## src/hw/rtl/grid_ray_caster_column_assert.svh

```systemverilog
// ---------------------------------------------------------------------------
// Assertion macros for the grid ray caster column
// Concurrent assertion wrappers that are clocked on clk and disabled in reset.
// ---------------------------------------------------------------------------
`ifndef GRID_RAY_CASTER_COLUMN_ASSERT_SVH
`define GRID_RAY_CASTER_COLUMN_ASSERT_SVH

// same-cycle implication
`define GRC_ASSERT_IMP(lbl, ante, cons) \
  lbl: assert property (@(posedge clk) disable iff (!rst_n) (ante) |-> (cons)) \
    else $error("grc assertion failed");

// next-cycle implication
`define GRC_ASSERT_NEXT(lbl, ante, cons) \
  lbl: assert property (@(posedge clk) disable iff (!rst_n) (ante) |=> (cons)) \
    else $error("grc assertion failed");

`endif

```

## src/hw/rtl/grc_pkg.sv

```systemverilog
// ---------------------------------------------------------------------------
// grc_pkg
// Types, constants and register indexes of the grid ray caster column.
// ---------------------------------------------------------------------------
package grc_pkg;

  localparam int SCREEN_WIDTH_DEF  = 640;
  localparam int SCREEN_HEIGHT_DEF = 480;
  localparam int GRID_SIZE_DEF     = 64;

  localparam int MAP_DEPTH   = 4096;
  localparam int MAP_AW      = 12;
  localparam int QUEUE_DEPTH = 2;

  localparam int DIV_NW = 31;
  localparam int DIV_DW = 17;

  localparam logic [2:0] REG_CAM_POS_X   = 3'd0;
  localparam logic [2:0] REG_CAM_POS_Y   = 3'd1;
  localparam logic [2:0] REG_VIEW_DIR_X  = 3'd2;
  localparam logic [2:0] REG_VIEW_DIR_Y  = 3'd3;
  localparam logic [2:0] REG_CAM_PLANE_X = 3'd4;
  localparam logic [2:0] REG_CAM_PLANE_Y = 3'd5;

  localparam logic [15:0] RST_CAM_POS_X   = 16'd0;
  localparam logic [15:0] RST_CAM_POS_Y   = 16'd0;
  localparam logic [15:0] RST_VIEW_DIR_X  = 16'd16384;
  localparam logic [15:0] RST_VIEW_DIR_Y  = 16'd0;
  localparam logic [15:0] RST_CAM_PLANE_X = 16'd0;
  localparam logic [15:0] RST_CAM_PLANE_Y = 16'd10813;

  localparam logic MODE_MAP_WRITE = 1'b0;
  localparam logic MODE_CAST      = 1'b1;

  typedef struct packed {
    logic       mode;
    logic [9:0] column;
    logic [5:0] cell_x;
    logic [5:0] cell_y;
    logic [7:0] cell_value;
  } in_item_t;

  typedef struct packed {
    logic [9:0]  column_out;
    logic        wall_side;
    logic [5:0]  hit_x;
    logic [5:0]  hit_y;
    logic [7:0]  hit_value;
    logic [15:0] wall_distance;
    logic [15:0] line_height;
    logic [9:0]  row_start;
    logic [9:0]  row_end;
    logic        left_grid;
  } out_item_t;

  typedef struct packed {
    logic [15:0] cam_pos_x;
    logic [15:0] cam_pos_y;
    logic [15:0] view_dir_x;
    logic [15:0] view_dir_y;
    logic [15:0] cam_plane_x;
    logic [15:0] cam_plane_y;
  } cam_cfg_t;

  typedef struct packed {
    logic take;
    logic clearing;
  } back_status_t;

endpackage

```

## src/hw/rtl/grc_front.sv

```systemverilog
// ---------------------------------------------------------------------------
// grc_front
// Input side: accepts items and holds them in a short queue for the core.
// ---------------------------------------------------------------------------
module grc_front (
  input  logic                  clk,
  input  logic                  rst_n,
  input  logic                  in_push,
  output logic                  in_full,
  input  grc_pkg::in_item_t     in_data,
  input  grc_pkg::back_status_t back_status,
  output logic                  q_valid,
  output grc_pkg::in_item_t     q_item
);
  import grc_pkg::*;

  in_item_t   q_mem [QUEUE_DEPTH];
  logic       wr_ptr_r, wr_ptr_nxt;
  logic       rd_ptr_r, rd_ptr_nxt;
  logic [1:0] count_r, count_nxt;
  logic       push_ok;
  logic       pop_ok;

  assign in_full = (count_r == 2'(QUEUE_DEPTH)) || back_status.clearing;
  assign push_ok = in_push && !in_full;
  assign q_valid = (count_r != 2'd0);
  assign pop_ok  = back_status.take && q_valid;
  assign q_item  = q_mem[rd_ptr_r];

  always_comb begin
    wr_ptr_nxt = push_ok ? ~wr_ptr_r : wr_ptr_r;
    rd_ptr_nxt = pop_ok ? ~rd_ptr_r : rd_ptr_r;
    count_nxt  = count_r + {1'b0, push_ok} - {1'b0, pop_ok};
  end

  always_ff @(posedge clk) begin
    if (!rst_n) begin
      wr_ptr_r <= 1'b0;
      rd_ptr_r <= 1'b0;
      count_r  <= 2'd0;
    end else begin
      wr_ptr_r <= wr_ptr_nxt;
      rd_ptr_r <= rd_ptr_nxt;
      count_r  <= count_nxt;
    end
  end

  always_ff @(posedge clk) begin
    if (push_ok) begin
      q_mem[wr_ptr_r] <= in_data;
    end
  end

endmodule

```

## config.mk

```make
export PLATFORM = sky130hd
export DESIGN_NAME = grc_front
export DESIGN_NICKNAME = d
export VERILOG_FILES = /design/src/hw/rtl/grid_ray_caster_column_assert.svh /design/src/hw/rtl/grc_pkg.sv /design/src/hw/rtl/grc_front.sv
export SDC_FILE = /design/constraint.sdc
export NUM_CORES = 1
export LEC_CHECK = 0
export BUFFER_PORTS_ARGS = -buffer_cell sky130_fd_sc_hd__buf_2
export CAP_MARGIN = 20
export CELL_PAD_IN_SITES_DETAIL_PLACEMENT = 0
export CELL_PAD_IN_SITES_GLOBAL_PLACEMENT = 2
export CORE_ASPECT_RATIO = 1.25
export CORE_MARGIN = 2
export CORE_UTILIZATION = 37
export DETAILED_ROUTE_END_ITERATION = 8
export HOLD_SLACK_MARGIN = 0.1
export PLACE_DENSITY = 0.85
export SYNTH_ARGS = -nofsm -noshare
export SYNTH_HDL_FRONTEND = slang
export SYNTH_SLANG_ARGS = --single-unit
export TNS_END_PERCENT = 50
```

## constraint.sdc

```tcl
create_clock -name clk -period 2.85 [get_ports clk]
set_input_delay 0.57 -clock clk [delete_from_list [all_inputs] [get_ports clk]]
set_output_delay 0.57 -clock clk [all_outputs]
set_load 0.02 [all_outputs]
```

# After elaboration in Yosys (flattened, before gate mapping)
# Memory sizes are Yosys's and may differ from the RTL's. A register that Yosys moved wholly into a read port is not among the register bits.
# Cells that the tools add are included.
# word_totals
ff_bits	4
output_inout_bits	33
mem_count	1
wordCells	18
ram_bits	62
inputBits	36
# memory_table
name	words	word_bits	read_ports	rd_ports_with_merged_regs	write_ports	line	source
q_mem	2	31	1	1	1	grc_front.sv:17	in_item_t q_mem [QUEUE_DEPTH];
# op_classes
addsub	2
n_reduce_logical	5
mux	4
n_bitwise	2
eq_ne	1
# op_table
operator	n
$mux 1	4
$add 2x1->2	1
$eq 2x2->1 const B	1
$logic_and 1x1->1	2
$not 1->1	2
$reduce_bool 2->1	1
$sub 2x1->2	1
$logic_not 1->1	1
$logic_or 1x1->1	1

# Depth between registers and ports, before layout
# depth
depth_word	6
ltp_mapped	8
depth_no_buf	8

# Least setup slack after synthesis
# Ideal clock, no wire load.
# synth_path
kind	in2reg
startpoint	in back_status[0] (netlist bit)
endpoint	mem q_mem[0][0] (netlist bit), enable pin
cell_stages	2
setup_ns	0.419
path_slack_ns	0.300
required_time_ns	2.431
t_arrival_ns	2.131
path_buffers	0
path_cell_list	nand3b_1 > nor2_1
# synth_via
elab_chain_cells	5
# synth_rtl
element	line	source
start, declared	grc_front.sv:11	input grc_pkg::back_status_t back_status,
$logic_or 1x1->1	grc_front.sv:24	assign in_full = (count_r == 2'(QUEUE_DEPTH)) || back_status.clearing;
$logic_not 1->1	grc_front.sv:25	assign push_ok = in_push && !in_full;
$logic_and 1x1->1	grc_front.sv:25	
$mux 1	grc_front.sv:49	if (push_ok) begin
$mux 1 (not written as such)	grc_front.sv:50	q_mem[wr_ptr_r] <= in_data;
end, declared	grc_front.sv:17	
# No other way between the ends.

==> results_dict.tcl <==
set metrics [dict create \
    slowest_stage_cell_on_the_critical_path "dfxtp_1" \
    die_h_um 95.72 \
    maxSlewHeadroom_pct 57.80 \
    rsz0062_at_grt "no" \
    drtIter0Drc 52 \
    global_route.usage.total_pct 11.27 \
    synth_edf_count 62 \
    cts.path.max_buffers 2 \
    final_antenna_net_count 0 \
    crit_path_max_incr_delay_ns 0.72 \
    drt-vias-per-instance 4.366 \
    status "finished clean" \
    flow.area_growth_from_synthesis_pct 29.55 \
    post-route-drc-count 0 \
    cts_buffer_count 9 \
    criticalPathCategory "flop to output pin" \
    row_count 33 \
    vdd.ir_drop.worst_mv 0.5010 \
    utilization_pct 49.44 \
    n_fill_cell 573 \
    h-tree-depth 3 \
    antenna_found_initial 0 \
    start_kind "flop" \
    crit_fanout 19 \
    die_w_um 77.37 \
    achievable-frequency_mhz 418.4 \
    skew_ns 0.003783 \
    mapped_area_sq_um 2490 \
    synth_commonest_cells "62 x edfxtp_1, 31 x mux2_2, 5 x dfxtp_1, 3 x buf_6, 3 x xnor2_1" \
    grt_overflow 0 \
    detailroute.via_count 1288 \
    global_route_wire_length_before_repair_mm 5.899 \
    final.setup.worst_slack_ns 0.4600 \
    top_cell_type_s_share_of_synthesized_area_pct 74.77 \
    post_synth_inst_count 122 \
    critPathArrivalTime_ns 1.82 \
    class_of_the_tightest_hold_or_removal_check "input port to flop" \
    cts.clk_slew.worst_paths_ns 0.07 \
    routedWlPerCell_um 13.63 \
    leakage_nw 1.219 \
    final-max-slew-violation-count 0 \
    synth.net_count 160 \
    worstSkewPairLatency_ns 0.33 \
    fp.dieArea_sq_um 7405 \
    worstMarginPinSlew_ns 0.6322 \
    seq_area_frac_synth_pct 78.79 \
    first_global_vias 1293 \
    maxCapViolCount 0 \
    final.period_utilization_pct 83.86 \
    report.final.setup_viol 0 \
    numClockSinks 67 \
    dp_slack_ns 0.7329 \
    post_cts.resized_instances 0 \
    yosys.area.top_type "edfxtp_1" \
    core_area_sq_um 6524 \
    synth.lib_cells_used.distinct 17 \
    min_period_ns 2.390 \
    largest_net_degree_at_the_start_of_global_routing 20 \
    detail_route.first_pass.iterations 4 \
    share_of_final_layout_standard_cells_stronger_than_drive_strength_1_pct 58.17 \
    finalHoldViolations 0 \
    total_negative_slack_ns 0 \
    antennaDiodeCount 0 \
    postRouteWirelength_mm 4.021 \
    yosys-top-cells-area "edfxtp_1 75%, mux2_2 14%, dfxtp_1 4.0%, buf_6 1.4%, xnor2_1 1.1%" \
    port_buffers 68 \
    dp_hpwl_mm 2.931 \
    post-synth-top-count-cell "edfxtp_1" \
    synth.avg_cell_area_sq_um 20.41 \
    power-per-cell-area_nw_per_um2 868.7 \
    worst_ep_required_time_ns 2.28 \
    clock-root-buffer "clkbuf_8" \
    top_level_ports 69 \
    tritoncts_clock_tree "yes" \
    postSynth.asyncResetShare_pct 0 \
    hold_buffers 0 \
    cp_cell_sequence "buf_12 -> mux2_2 -> buf_2" \
    ys.warnings.count 0 \
    critPathCaptureType "output pin" \
    floorplan.initialDensity_pct 38.17 \
    synth_top_flop_cell "edfxtp_1" \
    cts.repair_timing.setup_buffer_count 0 \
    finalNetCount 241 \
    yosys_register_bits 67 \
    place.gp.congestion 0.7085 \
]
[final timing paths]
check | slack (ns) | startpoint | cells past startpoint | end
max | 0.46 | flop | 3 | q_item[25]
min | 0.43 | in_data[23] | 1 | q_mem[1][23]
max reg2reg | 1.00 | count_r[0] | 8 | count_r[1]
min reg2reg | 0.52 | wr_ptr_r | 2 | wr_ptr_r
[per-layer routing]
metal,track usage (%),wire length [um]
met3,4.409,224
met2,18.91,2114
met5,0,0
met4,7.440,131
met1,11.85,1552
[power by group]
part | leakage (nW) | internal [mW] | switching, mW
logic | 0.484 | 0.282 | 0.333
clock network | 0.126 | 0.664 | 0.310
registers | 0.609 | 1.16 | 0.0494
total | 1.22 | 2.11 | 0.693
[cell families after synthesis]
logic type / after synthesis / synth area share (%)
fa+ha+maj: 2 / 1.005
simple gates: 12 / 2.714
flops: 67 / 78.79
xor+xnor: 3 / 1.055
compound gates: 1 / 0.3518
buf+inv: 5 / 1.658
mux: 32 / 14.42
[flip-flops by register name, indices dropped and copies added, names as in the netlist, named ones only]
name and flops:
q_mem 62, count_r 2, wr_ptr_r 1, rd_ptr_r 1
[worst max-delay path, delay by kind of cell, from the launching register on]
| family | cells | cell delay [ns] |
|---|---|---|
| muxes | 1 | 0.36 |
| DFF | 1 | 0.72 |
| buffers and inverters | 2 | 0.40 |
[cell type report]
| type | count | area, sq um | area share, % |
|---|---|---|---|
| well taps | 87 | 108.9 | 3.375 |
| repair buffers | 73 | 390.4 | 12.10 |
| inverters | 2 | 7.507 | 0.2327 |
| clock inverters | 6 | 127.6 | 3.957 |
| multi-input cells | 50 | 501.7 | 15.55 |
| clock buffers | 10 | 127.6 | 3.957 |
| flip-flops and latches | 67 | 1962 | 60.82 |
[stage by stage]
step / power, mW / hold WS, ns / instances / area, sq um
after global routing: 2.927 / 0.3998 / 295 / 3226
final: 2.802 / 0.4300 / 295 / 3226
after CTS: 2.842 / 0.4066 / 295 / 3226
after global placement: 1.858 / 0.4929 / 279 / 2970
after floorplan: 1.666 / 0.4514 / 122 / 2490
after detailed placement: 1.860 / 0.5107 / 279 / 2970
[placed cells by master (no fill, tap or decap), types with 2 or more instances in the layout]
cell type and instances:
xnor2_1 3, nor2_4 2, buf_2 68, and2_1 2
buf_4 4, bufinv_16 4, ha_1 2, mux2_2 31
nor2b_1 2, dfxtp_1 5, clkinv_1 2, clkbuf_8 9
inv_1 2, edfxtp_1 62, nand2_1 2
(Power assumes the default switching activity.)
